`config.mk`:
```
export PLATFORM = sky130hd
export DESIGN_NAME = elevator_disk_request_scheduler
export DESIGN_NICKNAME = d
export VERILOG_FILES = /design/src/design/edrs_pkg.sv /design/src/design/edrs_table.sv /design/src/design/edrs_cmp.sv /design/src/design/elevator_disk_request_scheduler.sv
export SDC_FILE = /design/constraint.sdc
export NUM_CORES = 1
export LEC_CHECK = 0
export BUFFER_PORTS_ARGS = -buffer_cell sky130_fd_sc_hd__buf_2
export CAP_MARGIN = 20
export CORE_MARGIN = 2
export CORE_UTILIZATION = 65
export DETAILED_ROUTE_END_ITERATION = 16
export GPL_TIMING_DRIVEN = 0
export PLACE_DENSITY = 0.83
export SLEW_MARGIN = 0
export SYNTH_ARGS = -nofsm -noshare
export SYNTH_HDL_FRONTEND = slang
export SYNTH_SLANG_ARGS = --single-unit
```
`constraint.sdc`:
```
create_clock -name clk -period 6.8 [get_ports clk]
set_input_delay 0.34 -clock clk [delete_from_list [all_inputs] [get_ports clk]]
set_output_delay 0.34 -clock clk [all_outputs]
set_load 0.02 [all_outputs]
```
`src/design/edrs_pkg.sv`:
```
// Shared constants and types of the elevator disk request scheduler.
`default_nettype none

package edrs_pkg;

    localparam int TABLE_ENTRIES  = 16;
    localparam int CYLINDER_COUNT = 200;
    localparam int IDX_W          = (TABLE_ENTRIES > 1) ? $clog2(TABLE_ENTRIES) : 1;

    localparam logic [7:0]       CYL_MAX  = 8'(CYLINDER_COUNT - 1);
    localparam logic [IDX_W-1:0] IDX_LAST = IDX_W'(TABLE_ENTRIES - 1);

    localparam logic [1:0] ST_ACCEPTED   = 2'd0;
    localparam logic [1:0] ST_FULL       = 2'd1;
    localparam logic [1:0] ST_DISPATCHED = 2'd2;
    localparam logic [1:0] ST_NONE       = 2'd3;

    localparam logic KIND_REGISTER = 1'b0;
    localparam logic KIND_DISPATCH = 1'b1;

    typedef struct packed {
        logic [7:0] tag;
        logic [7:0] cyl;
        logic [4:0] track;
        logic [2:0] rec;
    } entry_t;

    typedef struct packed {
        logic             wr_en;
        logic [IDX_W-1:0] wr_idx;
        entry_t           wr_entry;
        logic             clr_en;
        logic [IDX_W-1:0] clr_idx;
    } table_wr_t;

endpackage

`default_nettype wire

```
`src/design/edrs_table.sv`:
```
// Request table: per-slot valid flags, stored entries and the free-slot finder.
`default_nettype none

module edrs_table (
    input  wire logic                          clk,
    input  wire logic                          rst_n,
    input  wire edrs_pkg::table_wr_t           wr,
    input  wire logic [edrs_pkg::IDX_W-1:0]    rd_idx,
    output edrs_pkg::entry_t                   rd_entry,
    output logic                               rd_valid,
    output logic                               any_valid,
    output logic                               full,
    output logic [edrs_pkg::IDX_W-1:0]         free_idx
);
    import edrs_pkg::*;

    logic [TABLE_ENTRIES-1:0] valid_reg;
    entry_t                   entry_reg [TABLE_ENTRIES];

    always_ff @(posedge clk or negedge rst_n)
    begin
        if (!rst_n)
        begin
            valid_reg <= '0;
        end
        else
        begin
            if (wr.wr_en)
            begin
                valid_reg[wr.wr_idx] <= 1'b1;
            end
            if (wr.clr_en)
            begin
                valid_reg[wr.clr_idx] <= 1'b0;
            end
        end
    end

    always_ff @(posedge clk)
    begin
        if (wr.wr_en)
        begin
            entry_reg[wr.wr_idx] <= wr.wr_entry;
        end
    end

    assign rd_entry  = entry_reg[rd_idx];
    assign rd_valid  = valid_reg[rd_idx];
    assign any_valid = |valid_reg;
    assign full      = &valid_reg;

    // Lowest free slot wins, so scan from the top down.
    always_comb
    begin
        free_idx = '0;
        for (int i = TABLE_ENTRIES - 1; i >= 0; i--)
        begin
            if (!valid_reg[i])
            begin
                free_idx = IDX_W'(i);
            end
        end
    end

endmodule

`default_nettype wire

```
`src/design/edrs_cmp.sv`:
```
// Shared compare unit: decides whether the scanned slot beats the best so far.
`default_nettype none

module edrs_cmp (
    input  wire logic       slot_valid,
    input  wire logic [7:0] cyl,
    input  wire logic [7:0] head,
    input  wire logic [7:0] best_cyl,
    input  wire logic       have_best,
    input  wire logic       want_low,
    input  wire logic       use_bound,
    output logic            take
);
    import edrs_pkg::*;

    logic excluded;
    logic better;

    always_comb
    begin
        excluded = use_bound && (want_low ? (cyl < head) : (cyl > head));
        better   = want_low ? (cyl < best_cyl) : (cyl > best_cyl);
        take     = slot_valid && !excluded && (!have_best || better);
    end

endmodule

`default_nettype wire

```
`src/design/elevator_disk_request_scheduler.sv`:
```
// Top level of the elevator disk request scheduler: sequencer, head state and output register.
`default_nettype none

// A register beat is decided at once: the lowest free slot is found and the request is stored
// or dropped, and the registered result enters the output register from the done state.
// A dispatch beat walks the table one slot per cycle through a single compare unit. It makes
// one pass over all TABLE_ENTRIES slots when a request lies ahead of the head in the current
// direction, and otherwise a second pass in the opposite direction. A fetch state then reads the
// chosen entry and clears its slot, and the done state hands the result over. An empty table
// answers a dispatch from the done state without a scan. Loading waits while the output
// register still holds a result that has not been taken. The input side is ready only while
// the sequencer is idle, which is again the cycle after loading. The block therefore takes
// no new item before the reply to the last one has been loaded.
module elevator_disk_request_scheduler (
    input  wire logic       clk,
    input  wire logic       rst_n,
    input  wire logic       in_valid,
    output logic            in_ready,
    input  wire logic       kind,
    input  wire logic [7:0] requester_tag,
    input  wire logic [7:0] cylinder,
    input  wire logic [4:0] track,
    input  wire logic [2:0] record,
    output logic            out_valid,
    input  wire logic       out_ready,
    output logic [1:0]      status,
    output logic [7:0]      out_tag,
    output logic [7:0]      out_cylinder,
    output logic [4:0]      out_track,
    output logic [2:0]      out_record,
    output logic            going_down
);
    import edrs_pkg::*;

    localparam logic [1:0] S_IDLE  = 2'd0;
    localparam logic [1:0] S_SCAN  = 2'd1;
    localparam logic [1:0] S_FETCH = 2'd2;
    localparam logic [1:0] S_DONE  = 2'd3;

    logic [1:0]       state_reg, state_next;
    logic [7:0]       head_reg, head_next;
    logic             sweep_reg, sweep_next;
    logic [IDX_W-1:0] idx_reg, idx_next;
    logic [IDX_W-1:0] best_idx_reg, best_idx_next;
    logic [7:0]       best_cyl_reg, best_cyl_next;
    logic             found_reg, found_next;
    logic             want_low_reg, want_low_next;
    logic             bound_reg, bound_next;

    logic [1:0]       res_status_reg, res_status_next;
    entry_t           res_entry_reg, res_entry_next;
    logic             res_down_reg, res_down_next;

    logic             out_valid_reg, out_valid_next;
    logic [1:0]       out_status_reg;
    entry_t           out_entry_reg;
    logic             out_down_reg;

    table_wr_t        wr;
    logic [IDX_W-1:0] rd_idx;
    entry_t           rd_entry;
    logic             rd_valid;
    logic             any_valid;
    logic             full;
    logic [IDX_W-1:0] free_idx;
    logic             take;
    logic             in_fire;
    logic             out_load;

    edrs_table u_table (
        .clk       (clk),
        .rst_n     (rst_n),
        .wr        (wr),
        .rd_idx    (rd_idx),
        .rd_entry  (rd_entry),
        .rd_valid  (rd_valid),
        .any_valid (any_valid),
        .full      (full),
        .free_idx  (free_idx)
    );

    edrs_cmp u_cmp (
        .slot_valid (rd_valid),
        .cyl        (rd_entry.cyl),
        .head       (head_reg),
        .best_cyl   (best_cyl_reg),
        .have_best  (found_reg),
        .want_low   (want_low_reg),
        .use_bound  (bound_reg),
        .take       (take)
    );

    assign in_ready = (state_reg == S_IDLE);
    assign in_fire  = in_valid && in_ready;
    assign out_load = (state_reg == S_DONE) && (!out_valid_reg || out_ready);
    assign rd_idx   = (state_reg == S_FETCH) ? best_idx_reg : idx_reg;

    always_comb
    begin
        state_next      = state_reg;
        head_next       = head_reg;
        sweep_next      = sweep_reg;
        idx_next        = idx_reg;
        best_idx_next   = best_idx_reg;
        best_cyl_next   = best_cyl_reg;
        found_next      = found_reg;
        want_low_next   = want_low_reg;
        bound_next      = bound_reg;
        res_status_next = res_status_reg;
        res_entry_next  = res_entry_reg;
        res_down_next   = res_down_reg;

        wr.wr_en          = 1'b0;
        wr.wr_idx         = free_idx;
        wr.wr_entry.tag   = requester_tag;
        wr.wr_entry.cyl   = (cylinder > CYL_MAX) ? CYL_MAX : cylinder;
        wr.wr_entry.track = track;
        wr.wr_entry.rec   = record;
        wr.clr_en         = 1'b0;
        wr.clr_idx        = best_idx_reg;

        unique case (state_reg)
            S_IDLE:
            begin
                if (in_fire)
                begin
                    res_entry_next = '0;
                    res_down_next  = sweep_reg;
                    if (kind == KIND_REGISTER)
                    begin
                        if (full)
                        begin
                            res_status_next = ST_FULL;
                        end
                        else
                        begin
                            wr.wr_en        = 1'b1;
                            res_status_next = ST_ACCEPTED;
                        end
                        state_next = S_DONE;
                    end
                    else if (!any_valid)
                    begin
                        res_status_next = ST_NONE;
                        state_next      = S_DONE;
                    end
                    else
                    begin
                        idx_next      = '0;
                        found_next    = 1'b0;
                        want_low_next = !sweep_reg;
                        bound_next    = 1'b1;
                        state_next    = S_SCAN;
                    end
                end
            end
            S_SCAN:
            begin
                if (take)
                begin
                    best_idx_next = idx_reg;
                    best_cyl_next = rd_entry.cyl;
                    found_next    = 1'b1;
                end
                if (idx_reg == IDX_LAST)
                begin
                    if (found_reg || take)
                    begin
                        state_next = S_FETCH;
                    end
                    else
                    begin
                        // Nothing ahead of the head: turn around and take the far extreme.
                        idx_next      = '0;
                        found_next    = 1'b0;
                        want_low_next = !want_low_reg;
                        bound_next    = 1'b0;
                    end
                end
                else
                begin
                    idx_next = idx_reg + 1'b1;
                end
            end
            S_FETCH:
            begin
                wr.clr_en       = 1'b1;
                res_entry_next  = rd_entry;
                res_status_next = ST_DISPATCHED;
                res_down_next   = !want_low_reg;
                sweep_next      = !want_low_reg;
                head_next       = rd_entry.cyl;
                state_next      = S_DONE;
            end
            S_DONE:
            begin
                if (out_load)
                begin
                    state_next = S_IDLE;
                end
            end
            default:
            begin
                state_next = S_IDLE;
            end
        endcase
    end

    always_comb
    begin
        out_valid_next = out_valid_reg;
        if (out_load)
        begin
            out_valid_next = 1'b1;
        end
        else if (out_ready)
        begin
            out_valid_next = 1'b0;
        end
    end

    always_ff @(posedge clk or negedge rst_n)
    begin
        if (!rst_n)
        begin
            state_reg     <= S_IDLE;
            head_reg      <= '0;
            sweep_reg     <= 1'b0;
            out_valid_reg <= 1'b0;
        end
        else
        begin
            state_reg     <= state_next;
            head_reg      <= head_next;
            sweep_reg     <= sweep_next;
            out_valid_reg <= out_valid_next;
        end
    end

    always_ff @(posedge clk)
    begin
        idx_reg        <= idx_next;
        best_idx_reg   <= best_idx_next;
        best_cyl_reg   <= best_cyl_next;
        found_reg      <= found_next;
        want_low_reg   <= want_low_next;
        bound_reg      <= bound_next;
        res_status_reg <= res_status_next;
        res_entry_reg  <= res_entry_next;
        res_down_reg   <= res_down_next;
        if (out_load)
        begin
            out_status_reg <= res_status_reg;
            out_entry_reg  <= res_entry_reg;
            out_down_reg   <= res_down_reg;
        end
    end

    assign out_valid    = out_valid_reg;
    assign status       = out_status_reg;
    assign out_tag      = out_entry_reg.tag;
    assign out_cylinder = out_entry_reg.cyl;
    assign out_track    = out_entry_reg.track;
    assign out_record   = out_entry_reg.rec;
    assign going_down   = out_down_reg;

endmodule

`default_nettype wire

```
# Yosys cells after proc, flatten, opt, wreduce, memory -nomap -nowiden
# Memory sizes are Yosys's and may differ from the RTL's.
# Index checks and enable logic that the tools add are counted.
# totals
register_bits	101
mem_bits_rw	384
memories	1
elab_cells	157
# op_classes
muxes	78
order_cmp	10
reduce_logical	28
n_bitwise	3
addsub	1
eq_ne	13
# mem_list
name	depth	word_bits	rd	rd_ports_with_merged_regs	write_ports	line	text
u_table.entry_reg	16	24	1	0	1	edrs_table.sv:18	entry_t entry_reg [TABLE_ENTRIES];
# op_table
op	n
2-to-1 mux 4 bit	22
one-hot mux 24 bit (2 select lines)	1
2-to-1 mux 1 bit	32
2-to-1 mux 16 bit	2
2-to-1 mux 24 bit	1
2-to-1 mux 2 bit	9
bitwise AND 16 bit	1
> comparator 8 bit	2
less-than comparator 8 bit	2
inverter 16 bit	1
bitwise OR 16 bit	1
AND reduction 16 bit	1
OR reduction 16 bit	1
less-than comparator 4 x 5 -> 1 bit, second input constant	3
demux 1 bit (select 4 bit)	2
greater-or-equal comparator 4 x 1 -> 1 bit, second input constant	2
> comparator 8 bit, second input constant	1
2-to-1 mux 8 bit	1
inequality test 2 bit, second input constant	4
one-hot mux 1 bit (2 select lines)	4
one-hot mux 2 bit (4 select lines)	1
one-hot mux 4 bit (2 select lines)	1
AND reduction 4 bit	2
logical AND 1 bit	7
other kinds (16)	29

# Longest topological paths before layout
# logic_depth
word_depth	24
depth_mapped	19
depth_no_buf	16

# Cells and area by module
# A second synthesis with hierarchy kept.
# unflattened
hier_cells	949
area_unflattened_um2	18999.5
# modules_own_cells
mod	seq_area_each_um2	cells_per_inst	area_per_inst_um2	instances
edrs_table	11931.4	703	15377.2	1
elevator_disk_request_scheduler	2492.4	185	3165.5	1
edrs_cmp	0.0	61	456.7	1

# Worst setup path before layout
# No wires, ideal clock.
# synth_timing
path_type	flip-flop to flip-flop
from	register state_reg[0]
to	register best_cyl_reg[0] (enable)
period_less_slack_ns	4.319
stages_incl_launch_ff	18
arrival_time_ns	3.934
slack_ns	2.481
required_ns	6.415
setup_ns	0.385
path_buffers	4
path_cell_list	dfrtp_1 inv_1 ha_1 buf_6 mux2_4 buf_6 buf_12 buf_8 mux4_2 nand2_1 a31oi_1 ha_1 a21o_1 a21o_1 a21oi_1 o21ai_0 mux2_1 a21oi_1
# synth_lines
item	line	text
start, declared	elevator_disk_request_scheduler.sv:40	logic [1:0] state_reg, state_next;
start signal, assigned	elevator_disk_request_scheduler.sv:233	state_reg <= state_next;
end signal, assigned	elevator_disk_request_scheduler.sv:244	best_cyl_reg <= best_cyl_next;
end, declared	elevator_disk_request_scheduler.sv:45	logic [7:0] best_cyl_reg, best_cyl_next;

==> metrics.txt <==
largest net degree at the start of global routing=29; # port buffers=57; flops & latches, synth=between 400 and 500; vias in the first global route=about 11000; TritonCTS clock tree=built; Root Driver=clkbuf_16; EDFF count, synth=approximately 460; worst slew pin tran=1060 ps; global-route wire length before repair=70400 um; Vias=roughly 11000; Area growth syn-to-layout=14.0%; CTS buffer count=45; Hold WC Path Type=input pin to flip-flop; IO Pins=between 50 and 60; hold path depth=3; Fill cells=between 1500 and 2000; row count=between 60 and 70; status=finished, final reports clean; RSZ-0062 raised after global routing=no; DRT iter0 DRCs=approximately 1800; final worst slack=1550 ps; crit path DAT=5490 ps; drt drc=0; Clock transition at path regs=60 ps; GRT overflow=0; Startpoint Class=flip-flop; Nets=between 1000 and 1500; critical path class=flip-flop to flip-flop; First-pass DRT Iterations=6; clock skew=~16 ps; P_leak=between 7 and 8 nW; crit end category=flip-flop; GR Util All Layers=around a third; Post-DP Area=approximately 21000 um2; routed wire length per instance=29.7 um; Worst VDD drop=0.291 mV; worst-skew pair later-pin latency=between 500 and 600 ps; Cell Count Post-Placement=between 1500 and 2000; initial core utilization=between 60% and 70%; number of max-cap violations=0; Die Wd=about 180 um; cell area after synthesis=19300 um2; non-filler cells, final=around 1600; Core Area=a little under 30000 um2; Max Root-Sink Buffers=3; Setup TNS=0 ps; initial antenna violation count=1; Final Max Slew Viols=0; Die H=176 um; antenna viol nets, final=0; Seq/Total Area, Yosys=about three quarters; vias per cell=about 6.7; crit path max fanout=11; Post-CTS Hold Fix Bufs=1; FF-to-FF path depth=17; ant diodes=0; pre-CTS WS=between 1000 and 1500 ps; max reg flops=between 300 and 400; post-DP HPWL=about 29000 um; headroom to the max-slew limit=29.0%; total nets after synthesis=1100; Post-CTS Setup Inserts=0; Design Area, Final=22100 um2; die area=31100 um2; Yosys cell types=slightly above 60; Final min period=approximately 5200 ps; H-tree Lvls=2; crit share post-route=approximately 77%; synthesized instance count=about 1100; CP Data Required Time=7050 ps; post-CTS sizing=0; async set or reset register ratio after synthesis=between 5 and 6%; gpl congestion=between 0.9 and 1; layout cells sized above 1=24.4%; Synth Flop Type=edfxtp_1; final hold vios=0; setup violators final=0; Hold WS=around 130 ps; Clock Sinks=slightly below 500; Synthesis Warnings=0; synthesized area per cell=~18 um2; Total Wirelength=~48000 um; Pwr Density=roughly 430 nW/um2; fmax=around 190 MHz
-- stage by stage --
stage / total power, mW / utilization, %
detailed placement: 6.99 / 70.0
global route: 9.82 / 74.8
CTS: 9.45 / 74.8
finish: 9.48 / 74.8
global placement: 6.77 / 68.2
floorplan: 5.96 / -
-- synth_stat cells (all sizes together), types with 4 or more instances --
master | n | area share, %
edfxtp | 457 | 71
nand2 | 119 | 2.3
mux4 | 96 | 11
nor2 | 32 | 0.62
buf | 30 | 0.98
dfrtp | 28 | 3.6
inv | 26 | 0.50
nand3 | 26 | 0.67
and2 | 22 | 0.80
ha | 21 | 1.4
a21oi | 19 | 0.49
clkbuf | 19 | 0.37
o211a | 16 | 0.83
a31oi | 14 | 0.45
mux2i | 14 | 0.79
o21ai | 13 | 0.34
a211oi | 11 | 0.43
nor3 | 10 | 0.26
nand4 | 7 | 0.23
nor2b | 7 | 0.23
o21bai | 7 | 0.27
a2bb2oi | 5 | 0.23
and3 | 5 | 0.16
mux2 | 5 | 0.31
nand2b | 5 | 0.16
a21o | 4 | 0.16
nor4 | 4 | 0.13
-- layout by cell type (no fill, tap or decap), types with 8 or more instances in the layout --
cell / count
clkinv_2: 8
clkinv_1: 13
buf_6: 14
and2_1: 15
clkbuf_16: 46
mux2i_1: 13
nand2_1: 119
a211oi_1: 11
buf_2: 79
nor2_4: 10
clkbuf_1: 30
mux4_2: 96
nor2_1: 22
ha_1: 21
dfrtp_1: 28
nand3_1: 26
a31oi_1: 14
buf_12: 9
o211a_1: 16
a21oi_1: 19
inv_1: 24
edfxtp_1: 457
-- critical path: stages, from the launching register on --
cell and delay, ps:
dfrtp_1 420, inv_1 90, ha_1 230, buf_6 140, buf_2 190, mux2_2 360, clkbuf_1 410, clkbuf_1 570
nand2_1 130, a31oi_1 620, ha_1 390, a21o_1 170, a21o_1 170, a21oi_1 130, o21ai_0 120, mux2_1 340
a21oi_1 220, buf_4 240
-- routing by layer --
layer / vias up / share of wire, % / global-route usage, %
met5: - / 0.034 / 0
met4: 2 / 5.1 / 14.8
met3: 177 / 11 / 6.18
met1: 5448 / 35 / 41.6
met2: 783 / 49 / 51.9
li1: 4426 / - / -
-- where the power goes --
group / switching, mW / internal (mW) / total [mW]
logic: 2.02 / 1.27 / 3.29
clock network: 1.06 / 1.34 / 2.40
registers: 0.135 / 3.65 / 3.79
-- layout make-up --
cell class	count	area (um2)	share of cell area [%]
buffer	49	260	1.18
clock buffer	59	1220	5.53
clock inverter	24	169	0.766
inverter	27	101	0.460
multi-input combinational	489	4660	21.1
sequential	485	14400	65.4
tap	390	488	2.21
timing repair buffer	85	728	3.30
-- final timing paths --
| kind | to | startpoint | slack [ps] |
|---|---|---|---|
| hold / removal | out_valid | out_ready | 130 |
| setup / recovery | best_cyl_reg[2] | state_reg[0] | 1550 |
| min in group asynchronous | u_table.valid_reg[15] | rst_n | 360 |
| setup reg to reg | best_cyl_reg[2] | state_reg[0] | 1550 |
| hold reg to reg | out_record[2] | res_entry_reg[2] | 420 |
| max in group asynchronous | head_reg[2] | rst_n | 6000 |
-- cells by family (layout without fill, tap and decap cells) --
kind of cell / count (synthesis) / after routing / share of synthesized area (%)
flip-flops: 485 / 485 / 74.6
multiplexers: 115 / 115 / 12.3
XOR/XNOR: 2 / 2 / 0.0906
adder cells (fa/ha/maj): 21 / 21 / 1.36
AO/OA/AOI/OAI: 105 / 105 / 3.87
buffers and inverters: 76 / 244 / 1.87
AND/OR/NAND/NOR: 246 / 246 / 5.95
(Power assumes the default switching activity.)
